===== src/rtl/esd_pkg.sv =====
// shared types, constants and helpers for the epoch seconds to date converter
package esd_pkg;

  // number of register stages between the input and the result
  localparam int NUM_STAGES = 7;

  // seconds split: days = (secs >> 7) / 675, 86400 = 128 * 675
  localparam logic [25:0] DAY_RECIP       = 26'd50903317;  // ceil(2^35 / 675)
  localparam int          DAY_SHIFT       = 35;
  localparam logic [31:0] SECS_PER_DAY    = 32'd86400;

  // day count split into years of 365 days
  localparam logic [16:0] YEAR_RECIP      = 17'd91930;     // ceil(2^25 / 365)
  localparam int          YEAR_SHIFT      = 25;
  localparam logic [15:0] DAYS_PER_YEAR   = 16'd365;
  localparam logic [11:0] BASE_YEAR       = 12'd1970;

  // time of day split
  localparam logic [17:0] HOUR_RECIP      = 18'd149131;    // ceil(2^29 / 3600)
  localparam int          HOUR_SHIFT      = 29;
  localparam logic [16:0] SECS_PER_HOUR   = 17'd3600;
  localparam logic [12:0] MIN_RECIP       = 13'd4370;      // ceil(2^18 / 60)
  localparam int          MIN_SHIFT       = 18;
  localparam logic [11:0] SECS_PER_MINUTE = 12'd60;

  // year offset of 2100, the only century year in range that is not a leap year
  localparam logic [7:0]  OFS_2100        = 8'd130;
  localparam logic [7:0]  OFS_2101        = 8'd131;
  localparam logic [3:0]  MONTH_FEB       = 4'd1;
  localparam logic [3:0]  LAST_MONTH      = 4'd11;

  // first day of each month in a common year, counted from 0
  localparam logic [8:0] MONTH_START [12] = '{
    9'd0, 9'd31, 9'd59, 9'd90, 9'd120, 9'd151,
    9'd181, 9'd212, 9'd243, 9'd273, 9'd304, 9'd334
  };

  // per-stage load enables from the pipeline control
  typedef struct packed {
    logic [NUM_STAGES-1:0] load;
  } esd_ctl_t;

  // leap days in the years from 1970 up to but not including 1970 + ofs
  function automatic logic [5:0] leaps_before(input logic [7:0] ofs);
    logic [8:0] cnt;
    cnt = (9'(ofs) + 9'd1) >> 2;
    if (ofs >= OFS_2101) begin
      cnt = cnt - 9'd1;
    end
    return cnt[5:0];
  endfunction

  // gregorian leap year test for year 1970 + ofs
  function automatic logic is_leap_ofs(input logic [7:0] ofs);
    return (ofs[1:0] == 2'd2) && (ofs != OFS_2100);
  endfunction

endpackage


===== src/rtl/esd_pipe_ctrl.sv =====
// valid bits and per-stage load enables of the conversion pipeline
module esd_pipe_ctrl (
  input  logic              clk,
  input  logic              rst_n,
  input  logic              in_valid,
  output logic              in_ready,
  output logic              out_valid,
  input  logic              out_ready,
  output esd_pkg::esd_ctl_t ctl
);
  import esd_pkg::*;

  logic [NUM_STAGES-1:0] vld_r;
  logic [NUM_STAGES-1:0] vld_nxt;
  logic [NUM_STAGES:0]   rdy;

  // a stage can load when it is empty or its item moves on
  always_comb begin
    rdy[NUM_STAGES] = out_ready;
    for (int i = NUM_STAGES - 1; i >= 0; i--) begin
      rdy[i] = !vld_r[i] || rdy[i+1];
    end
  end

  // valid bits follow the data
  always_comb begin
    for (int i = 0; i < NUM_STAGES; i++) begin
      if (rdy[i]) begin
        vld_nxt[i] = (i == 0) ? in_valid : vld_r[(i == 0) ? 0 : i - 1];
      end else begin
        vld_nxt[i] = vld_r[i];
      end
    end
  end

  always_ff @(posedge clk) begin
    if (!rst_n) begin
      vld_r <= '0;
    end else begin
      vld_r <= vld_nxt;
    end
  end

  assign ctl.load  = rdy[NUM_STAGES-1:0];
  assign in_ready  = rdy[0];
  assign out_valid = vld_r[NUM_STAGES-1];
endmodule


===== src/rtl/esd_day_split.sv =====
// stages 0-1: seconds split into whole days and seconds of the day
module esd_day_split (
  input  logic              clk,
  input  esd_pkg::esd_ctl_t ctl,
  input  logic [31:0]       epoch_seconds,
  output logic [15:0]       days,
  output logic [16:0]       tod
);
  import esd_pkg::*;

  logic [50:0] day_prod;
  logic [31:0] secs_r;
  logic [15:0] dq_r;
  logic [31:0] day_secs;
  logic [31:0] tod_full;
  logic [15:0] days_r;
  logic [16:0] tod_r;

  // days = (secs / 128) / 675 by reciprocal multiply
  assign day_prod = 51'(epoch_seconds[31:7]) * 51'(DAY_RECIP);

  always_ff @(posedge clk) begin
    if (ctl.load[0]) begin
      secs_r <= epoch_seconds;
      dq_r   <= day_prod[DAY_SHIFT +: 16];
    end
  end

  // seconds left in the day
  assign day_secs = 32'(dq_r) * SECS_PER_DAY;
  assign tod_full = secs_r - day_secs;

  always_ff @(posedge clk) begin
    if (ctl.load[1]) begin
      days_r <= dq_r;
      tod_r  <= tod_full[16:0];
    end
  end

  assign days = days_r;
  assign tod  = tod_r;
endmodule


===== src/rtl/esd_date_calc.sv =====
// stages 2-6: day count to year, month and day of month
module esd_date_calc (
  input  logic              clk,
  input  esd_pkg::esd_ctl_t ctl,
  input  logic [15:0]       days,
  output logic [11:0]       year,
  output logic [3:0]        month,
  output logic [4:0]        day_of_month
);
  import esd_pkg::*;

  logic [32:0] year_prod;
  logic [15:0] days2_r;
  logic [7:0]  yq2_r;
  logic [15:0] year_days;
  logic [15:0] doy_full;
  logic [7:0]  ofs3_r;
  logic [8:0]  doy3_r;
  logic [5:0]  leaps_cur;
  logic [5:0]  leaps_prev;
  logic [7:0]  ofs4_nxt;
  logic [9:0]  doy4_nxt;
  logic [7:0]  ofs4_r;
  logic [8:0]  doy4_r;
  logic        leap5;
  logic [3:0]  month5_nxt;
  logic [8:0]  start5_nxt;
  logic [11:0] year5_r;
  logic [3:0]  month5_r;
  logic [8:0]  doy5_r;
  logic [8:0]  start5_r;
  logic [8:0]  dom_full;
  logic [11:0] year6_r;
  logic [3:0]  month6_r;
  logic [4:0]  dom6_r;

  // year estimate = days / 365
  assign year_prod = 33'(days) * 33'(YEAR_RECIP);

  always_ff @(posedge clk) begin
    if (ctl.load[2]) begin
      days2_r <= days;
      yq2_r   <= year_prod[YEAR_SHIFT +: 8];
    end
  end

  // day within the estimated year, before leap days
  assign year_days = 16'(yq2_r) * DAYS_PER_YEAR;
  assign doy_full  = days2_r - year_days;

  always_ff @(posedge clk) begin
    if (ctl.load[3]) begin
      ofs3_r <= yq2_r;
      doy3_r <= doy_full[8:0];
    end
  end

  // remove leap days; step back one year when they do not fit
  always_comb begin
    leaps_cur  = leaps_before(ofs3_r);
    leaps_prev = leaps_before(ofs3_r - 8'd1);
    if (doy3_r < 9'(leaps_cur)) begin
      ofs4_nxt = ofs3_r - 8'd1;
      doy4_nxt = 10'(doy3_r) + 10'(DAYS_PER_YEAR) - 10'(leaps_prev);
    end else begin
      ofs4_nxt = ofs3_r;
      doy4_nxt = 10'(doy3_r) - 10'(leaps_cur);
    end
  end

  always_ff @(posedge clk) begin
    if (ctl.load[4]) begin
      ofs4_r <= ofs4_nxt;
      doy4_r <= doy4_nxt[8:0];
    end
  end

  // month search: count month starts already passed
  always_comb begin
    leap5      = is_leap_ofs(ofs4_r);
    month5_nxt = '0;
    for (int m = 1; m <= 11; m++) begin
      if (doy4_r >= MONTH_START[m] + ((leap5 && m > 1) ? 9'd1 : 9'd0)) begin
        month5_nxt = 4'(m);
      end
    end
    start5_nxt = MONTH_START[month5_nxt] +
                 ((leap5 && month5_nxt > MONTH_FEB) ? 9'd1 : 9'd0);
  end

  always_ff @(posedge clk) begin
    if (ctl.load[5]) begin
      year5_r  <= 12'(ofs4_r) + BASE_YEAR;
      month5_r <= month5_nxt;
      doy5_r   <= doy4_r;
      start5_r <= start5_nxt;
    end
  end

  // day of month counted from 1
  assign dom_full = doy5_r - start5_r + 9'd1;

  always_ff @(posedge clk) begin
    if (ctl.load[6]) begin
      year6_r  <= year5_r;
      month6_r <= month5_r;
      dom6_r   <= dom_full[4:0];
    end
  end

  assign year         = year6_r;
  assign month        = month6_r;
  assign day_of_month = dom6_r;
endmodule


===== src/rtl/esd_time_calc.sv =====
// stages 2-6: seconds of the day to hour, minute and second
module esd_time_calc (
  input  logic              clk,
  input  esd_pkg::esd_ctl_t ctl,
  input  logic [16:0]       tod,
  output logic [4:0]        hour,
  output logic [5:0]        minute,
  output logic [5:0]        second
);
  import esd_pkg::*;

  logic [34:0] hour_prod;
  logic [16:0] tod2_r;
  logic [4:0]  hour2_r;
  logic [16:0] hour_secs;
  logic [16:0] rem_full;
  logic [11:0] rem3_r;
  logic [4:0]  hour3_r;
  logic [24:0] min_prod;
  logic [11:0] rem4_r;
  logic [4:0]  hour4_r;
  logic [5:0]  min4_r;
  logic [11:0] min_secs;
  logic [11:0] sec_full;
  logic [4:0]  hour5_r;
  logic [5:0]  min5_r;
  logic [5:0]  sec5_r;
  logic [4:0]  hour6_r;
  logic [5:0]  min6_r;
  logic [5:0]  sec6_r;

  // hour = tod / 3600
  assign hour_prod = 35'(tod) * 35'(HOUR_RECIP);

  always_ff @(posedge clk) begin
    if (ctl.load[2]) begin
      tod2_r  <= tod;
      hour2_r <= hour_prod[HOUR_SHIFT +: 5];
    end
  end

  // seconds within the hour
  assign hour_secs = 17'(hour2_r) * SECS_PER_HOUR;
  assign rem_full  = tod2_r - hour_secs;

  always_ff @(posedge clk) begin
    if (ctl.load[3]) begin
      rem3_r  <= rem_full[11:0];
      hour3_r <= hour2_r;
    end
  end

  // minute = rem / 60
  assign min_prod = 25'(rem3_r) * 25'(MIN_RECIP);

  always_ff @(posedge clk) begin
    if (ctl.load[4]) begin
      rem4_r  <= rem3_r;
      hour4_r <= hour3_r;
      min4_r  <= min_prod[MIN_SHIFT +: 6];
    end
  end

  // seconds within the minute
  assign min_secs = 12'(min4_r) * SECS_PER_MINUTE;
  assign sec_full = rem4_r - min_secs;

  always_ff @(posedge clk) begin
    if (ctl.load[5]) begin
      hour5_r <= hour4_r;
      min5_r  <= min4_r;
      sec5_r  <= sec_full[5:0];
    end
  end

  // align with the date path
  always_ff @(posedge clk) begin
    if (ctl.load[6]) begin
      hour6_r <= hour5_r;
      min6_r  <= min5_r;
      sec6_r  <= sec5_r;
    end
  end

  assign hour   = hour6_r;
  assign minute = min6_r;
  assign second = sec6_r;
endmodule


===== src/rtl/epoch_seconds_to_calendar_date_unit.sv =====
// top level of the epoch seconds to calendar date and time converter
// Converts an unsigned 32-bit count of seconds since 1970-01-01 00:00:00 into a Gregorian
// year, month (0 is January), day of month (from 1), hour, minute and second; 2100 is not a
// leap year. The block is a seven-stage pipeline built from constant reciprocal multiplies:
// it takes one item per cycle while in_ready is high, and each item moves through the stage
// registers in order and reaches the output from the last of them. A low out_ready holds the
// last stage and every full stage with no empty stage after it; items behind an empty stage
// keep moving, so in_ready only drops once all seven stages hold items.
module epoch_seconds_to_calendar_date_unit (
  input  logic        clk,
  input  logic        rst_n,
  input  logic        in_valid,
  output logic        in_ready,
  input  logic [31:0] in_epoch_seconds,
  output logic        out_valid,
  input  logic        out_ready,
  output logic [11:0] out_year,
  output logic [3:0]  out_month,
  output logic [4:0]  out_day_of_month,
  output logic [4:0]  out_hour,
  output logic [5:0]  out_minute,
  output logic [5:0]  out_second
);
  import esd_pkg::*;

  esd_ctl_t    ctl;
  logic [15:0] days;
  logic [16:0] tod;

  // handshake and stage enables
  esd_pipe_ctrl u_ctrl (
    .clk       (clk),
    .rst_n     (rst_n),
    .in_valid  (in_valid),
    .in_ready  (in_ready),
    .out_valid (out_valid),
    .out_ready (out_ready),
    .ctl       (ctl)
  );

  // seconds to days and seconds of the day
  esd_day_split u_day (
    .clk           (clk),
    .ctl           (ctl),
    .epoch_seconds (in_epoch_seconds),
    .days          (days),
    .tod           (tod)
  );

  // calendar date
  esd_date_calc u_date (
    .clk          (clk),
    .ctl          (ctl),
    .days         (days),
    .year         (out_year),
    .month        (out_month),
    .day_of_month (out_day_of_month)
  );

  // time of day
  esd_time_calc u_time (
    .clk    (clk),
    .ctl    (ctl),
    .tod    (tod),
    .hour   (out_hour),
    .minute (out_minute),
    .second (out_second)
  );
endmodule


===== config.mk =====
export PLATFORM = sky130hd
export DESIGN_NAME = epoch_seconds_to_calendar_date_unit
export DESIGN_NICKNAME = d
export VERILOG_FILES = /design/src/rtl/esd_pkg.sv /design/src/rtl/esd_pipe_ctrl.sv /design/src/rtl/esd_day_split.sv /design/src/rtl/esd_date_calc.sv /design/src/rtl/esd_time_calc.sv /design/src/rtl/epoch_seconds_to_calendar_date_unit.sv
export SDC_FILE = /design/constraint.sdc
export NUM_CORES = 2
export LEC_CHECK = 0
export BUFFER_PORTS_ARGS = -buffer_cell sky130_fd_sc_hd__buf_2
export CORE_ASPECT_RATIO = 1.5
export CORE_MARGIN = 2
export CORE_UTILIZATION = 55
export DETAILED_ROUTE_END_ITERATION = 8
export PLACE_DENSITY = 0.71
export SLEW_MARGIN = 20
export SYNTH_ARGS = -nofsm -noshare
export SYNTH_HDL_FRONTEND = slang
export SYNTH_SLANG_ARGS = --single-unit

===== constraint.sdc =====
create_clock -name clk -period 15.8 [get_ports clk]
set_clock_uncertainty 0.1 [all_clocks]
set_input_delay 3.16 -clock clk [delete_from_list [all_inputs] [get_ports clk]]
set_output_delay 3.16 -clock clk [all_outputs]
set_load 0.02 [all_outputs]

== After elaboration in Yosys (flattened, before gate mapping) ==
Memories as Yosys holds them, arrays and structs flattened.
Index checks and enable logic that the tools add are counted.

* Add/subtract/negate cells: 26
* Multipliers: 8
* Magnitude comparators: 16
* Equality and inequality tests: 2
* Muxes and demuxes: 19
* Bitwise operators: 1
* Reductions and logical operators: 16

{| class="wikitable"
|+ Operators by type and width
! cell !! count
|-
| 9-bit >= comparator || 10
|-
| 25-bit by 26-bit multiplier with 51-bit output (second input constant) || 1
|-
| 4-bit 2-to-1 mux || 10
|-
| 8-bit by 9-bit adder with 9-bit output (first input constant) || 4
|-
| 17-bit by 18-bit multiplier with 34-bit output (second input constant) || 1
|-
| 16-bit by 16-bit multiplier with 32-bit output (second input constant) || 1
|-
| 9-bit adder (first input constant) || 3
|-
| 12-bit by 12-bit multiplier with 23-bit output (second input constant) || 1
|-
| 7-bit by 9-bit adder with 9-bit output (first input constant) || 2
|-
| 9-bit by 6-bit subtractor with 9-bit output || 2
|-
| 17-bit subtractor || 1
|-
| 8-bit by 1-bit adder with 8-bit output (second input constant) || 2
|-
| 8-bit >= comparator (second input constant) || 2
|-
| 16-bit by 10-bit multiplier with 10-bit output (second input constant) || 1
|-
| 8-bit by 11-bit adder with 12-bit output (second input constant) || 1
|-
| 6-bit 2-to-1 mux || 2
|-
| 12-bit subtractor || 1
|-
| 6-bit by 1-bit subtractor with 6-bit output (second input constant) || 2
|-
| 5-bit 2-to-1 mux || 2
|-
| 6-bit by 9-bit adder with 9-bit output (first input constant) || 1
|-
| 9-bit adder (second input constant) || 1
|-
| 9-bit by 5-bit >= comparator with 1-bit output (second input constant) || 1
|-
| 9-bit by 6-bit less-than comparator with 1-bit output || 1
|-
| 8-bit by 9-bit multiplier with 9-bit output (second input constant) || 1
|-
| other kinds (19) || 34
|}

* Bits in registers: 256
* ROM bits: 144
* Input bits: 36
* Word-level logic and storage cells: 126
* Memories kept: 1

{| class="wikitable"
|+ Memory list
! memory !! words !! bits a word !! rd ports !! clocked after Yosys merged registers in !! write ports !! RTL line !! RTL
|-
| (name not given) || 16 || 9 || 1 || 0 || 0 || esd_date_calc.sv:87 || <nowiki>start5_nxt = MONTH_START[month5_nxt] +</nowiki>
|}

== Longest topological paths before layout ==
* Depth in word-level cells: 20
* Mapped depth: 25

== Cells and area by module ==
A second synthesis with hierarchy kept.

* Cells, all modules: 2902
* Area total of the unflattened synthesis: 32307.2 um^2

{| class="wikitable"
|+ By module, submodules not included
! module !! times used !! cells an instance !! area an instance (um^2) !! sequential area each (um^2)
|-
| esd_day_split || 1 || 1133 || 12308.1 || 1981.9
|-
| esd_date_calc || 1 || 993 || 10958.0 || 2942.8
|-
| esd_time_calc || 1 || 744 || 8744.6 || 2552.4
|-
| esd_pipe_ctrl || 1 || 32 || 296.5 || 140.1
|}

== Worst setup path before layout ==
Ideal clock, no wire load.

* Path type: input port to flip-flop
* Start point: in in_epoch_seconds[29]
* End point: reg u_day.dq_r[15] (data pin)
* Setup time: 0.263 ns
* Arrival time: 8.558 ns
* Slack: 6.880 ns
* Stages: 22
* Buffers on the path: 1
* Path through: fa_1 inv_1 fa_1 inv_1 fa_1 inv_1 fa_1 inv_1 fa_1 fa_1 ha_1 ha_1 buf_2 a21oi_1 o21ai_1 a211oi_1 o21ai_0 o21bai_1 o2bb2ai_2 o21a_1 a311oi_1 xnor2_1

* Longest elaborated chain between the ends: 1

{| class="wikitable"
|+ RTL lines
! what !! RTL line !! RTL
|-
| start: declaration || epoch_seconds_to_calendar_date_unit.sv:14 || <nowiki>input logic [31:0] in_epoch_seconds,</nowiki>
|-
| 25-bit by 26-bit multiplier with 51-bit output || esd_day_split.sv:20 || <nowiki>assign day_prod = 51'(epoch_seconds[31:7]) * 51'(DAY_RECIP);</nowiki>
|-
| via u_day.day_prod[50] || esd_day_split.sv:11 || <nowiki>logic [50:0] day_prod;</nowiki>
|-
| end signal: assignment || esd_day_split.sv:25 || <nowiki>dq_r <= day_prod[DAY_SHIFT +: 16];</nowiki>
|-
| end: declaration || esd_day_split.sv:13 || <nowiki>logic [15:0] dq_r;</nowiki>
|}

The timed path passes the listed nets, and every way through them passes these cells.
A chain may end at the register's enable or synchronous reset.

== Worst setup path in the final report ==
* Start point: in in_epoch_seconds[12]
* End point: reg u_day.dq_r[15] (data pin)

Same word-level chain as after synthesis.

==> flow_summary.json <==
{
  "outcome": "completed",
  "clockRootBuffer": "clkbuf_16",
  "cp-end-kind": "register",
  "yosysWarnings": 0,
  "syn-num-nets": 4036,
  "wl_per_cell_um": 18.0,
  "finalMaxSlewViolations": 0,
  "clk_latency_ns": 0.54,
  "finalSetupTns_ns": 0,
  "worstPathRequired_ns": 15.99,
  "syn_area_sq_mm": 0.0322,
  "finalCritPeriodShare_pct": 57.1,
  "ios": 76,
  "hold_viol": 0,
  "die_w_um": 202,
  "yosys_register_bits": 256,
  "async_reset_ff_share_pct": 0,
  "synth_cell_types": 83,
  "via_per_inst": 5.35,
  "fmax_mhz": 111,
  "yosys_most_used_dff": "edfxtp_1",
  "avgSynthCellArea_sq_um": 11.2,
  "cap_violations": 0,
  "fillers": 4821,
  "synth-edff-count": 249,
  "grt_overflow": 0,
  "drive_above_1_share_pct": 5.24,
  "final_antenna_net_count": 0,
  "grt_use_total_pct": 23.2,
  "worstPathArrival_ns": 9.21,
  "area_growth_pct": 6.67,
  "core_sq_mm": 0.0580,
  "grt_pass1_wl_mm": 111,
  "crit_fanout": 12,
  "post-route-drc-count": 0,
  "relSlewSlack_pct": 32.6,
  "layout_common_cells": "ha_1 (764), inv_1 (738), fa_1 (368)",
  "grt_pass1_vias": 22500,
  "diodes": 0,
  "min_period_ns": 9.02,
  "gp_congestion": 0.961,
  "crit_path_start_kind": "primary input",
  "ctsResizeCount": 0,
  "setup_viol": 0,
  "worstSetupPathType": "in2reg",
  "drt_iter0_drc": 631,
  "h-tree-depth": 1,
  "cts_buffers": 25,
  "antenna_found_initial": 1,
  "place_worst_setup_slack_ns": 6.26,
  "final_common_cell": "ha_1",
  "post-route-util_pct": 59.3,
  "io_buffer_count": 75,
  "placementRows": 108,
  "rsz0062_at_grt": "no",
  "clock_path_buffers": 3,
  "worst_pin_slew_ns": 1.01,
  "dieArea_sq_mm": 0.0606,
  "first_pass_iters": 5,
  "cts_setup_buffers": 0,
  "tritoncts": "built",
  "die_y_um": 300,
  "fin_ws_ns": 6.78,
  "nets": 4125,
  "ctsHoldBuffers": 0,
  "cts.sinks": 256,
  "start_util_pct": 55.6,
  "hpwl_mm": 58.7,
  "netlist_instances": 2868,
  "synth-seq-area-share_pct": 23.6,
  "clk_pin_slew_ns": 0.07,
  "hold_class": "reg2reg",
  "vias": 20000,
  "grt_max_degree": 44,
  "wirelength_mm": 67.4
}
==> area by class of cell <==
type / instances / area, sq um / share of cell area (%)
Clock buffer: 26 / 629 / 1.83
Clock inverter: 19 / 267 / 0.775
Inverter: 738 / 2770 / 8.06
Multi-Input combinational cell: 1854 / 21700 / 63.1
Sequential cell: 256 / 7620 / 22.2
Tap cell: 770 / 963 / 2.80
Timing Repair Buffer: 82 / 428 / 1.24
==> worst max-delay path: stages <==
cell and delay [ns]:
buf_2 0.32, inv_1 0.15, ha_1 0.36, inv_1 0.12, fa_1 0.44, ha_1 0.28, inv_1 0.05, fa_1 0.50
inv_1 0.05, fa_1 0.46, fa_1 0.55, inv_1 0.06, fa_1 0.53, inv_1 0.04, ha_1 0.33, nand3_1 0.10
nor2_1 0.05, nor4_1 0.35, nor4b_1 0.14, a221oi_2 0.33, o2bb2ai_2 0.18, o21a_1 0.25, a311oi_1 0.31, xnor2_1 0.10
==> Yosys cell counts, types with 6 or more instances <==
cell type,instances,area (sq um)
a211oi_1,12,90.1
a31oi_1,6,37.5
dfxtp_1,7,140
nor2_1,47,176
edfxtp_1,249,7480
and3_1,15,93.8
o21a_1,19,143
o211ai_1,7,52.6
nand4_1,17,106
a21oi_1,102,510
nor2b_1,18,113
nand2b_1,15,93.8
o21bai_1,12,90.1
a21o_1,64,480
xnor2_1,95,832
and2_1,6,37.5
o21ai_0,39,195
nand2_1,63,236
o21ai_1,6,30.0
ha_1,764,9560
o31ai_1,6,45.0
inv_1,738,2770
clkbuf_1,9,33.8
xor2_1,48,420
nor3_1,18,90.1
fa_1,368,7370
nand3_1,22,110
==> logic make-up after synthesis <==
kind of cell | share of synthesized area, %
AOI/OAI and AO/OA | 6.59
xor gates and xnor gates | 3.94
adders and majority gates | 52.5
buffers and inverters | 9.04
DFF | 23.6
muxes | 0.163
and+or+nand+nor | 4.13
==> routing by layer <==
layer	GRT usage (%)	wire, um
met1	22.2	22800
met2	48.1	39100
met3	1.61	1330
met4	12.7	4180
met5	0	8
==> flip-flops by register name (all words and copies together) (netlist names), 6 cells and up <==
| signal | cells |
|---|---|
| u_time.second | 6 |
| u_date.doy3_r | 9 |
| u_day.secs_r | 17 |
| u_date.ofs3_r | 8 |
| u_date.year | 12 |
| u_date.days2_r | 9 |
| u_date.doy4_r | 9 |
| u_time.minute | 6 |
| u_date.year5_r | 12 |
| u_time.min5_r | 6 |
| u_day.tod | 17 |
| u_day.days | 16 |
| u_ctrl.vld_r | 7 |
| u_time.tod2_r | 12 |
| u_time.rem3_r | 12 |
| u_time.min4_r | 6 |
| u_date.ofs4_r | 8 |
| u_time.rem4_r | 6 |
| u_date.yq2_r | 8 |
| u_time.sec5_r | 6 |
| u_day.dq_r | 16 |
==> path summary, 6_finish.rpt <==
check | start | endpoint | slack (ns) | cells past startpoint
setup / recovery | in_epoch_seconds[12] | u_day.dq_r[15] | 6.78 | 24
hold / removal | u_time.min5_r[5] | u_time.minute[5] | 0.32 | 0
setup reg to reg | u_day.days[4] | u_date.yq2_r[7] | 9.51 | 18
hold reg to reg | u_time.min5_r[5] | u_time.minute[5] | 0.32 | 0
==> stage by stage <==
stage / hold slack, ns / std cells / cell area [sq um]
after floorplan: 0.300 / 2868 / 32200
after global placement: 0.301 / 3700 / 33500
after detailed placement: 0.305 / 3700 / 33500
after CTS: 0.319 / 3745 / 34400
after global routing: 0.324 / 3745 / 34400
final: 0.317 / 3745 / 34400
Power is not shown: default switching activity piles up to over one toggle a cycle in this logic, so the estimate is an artifact.
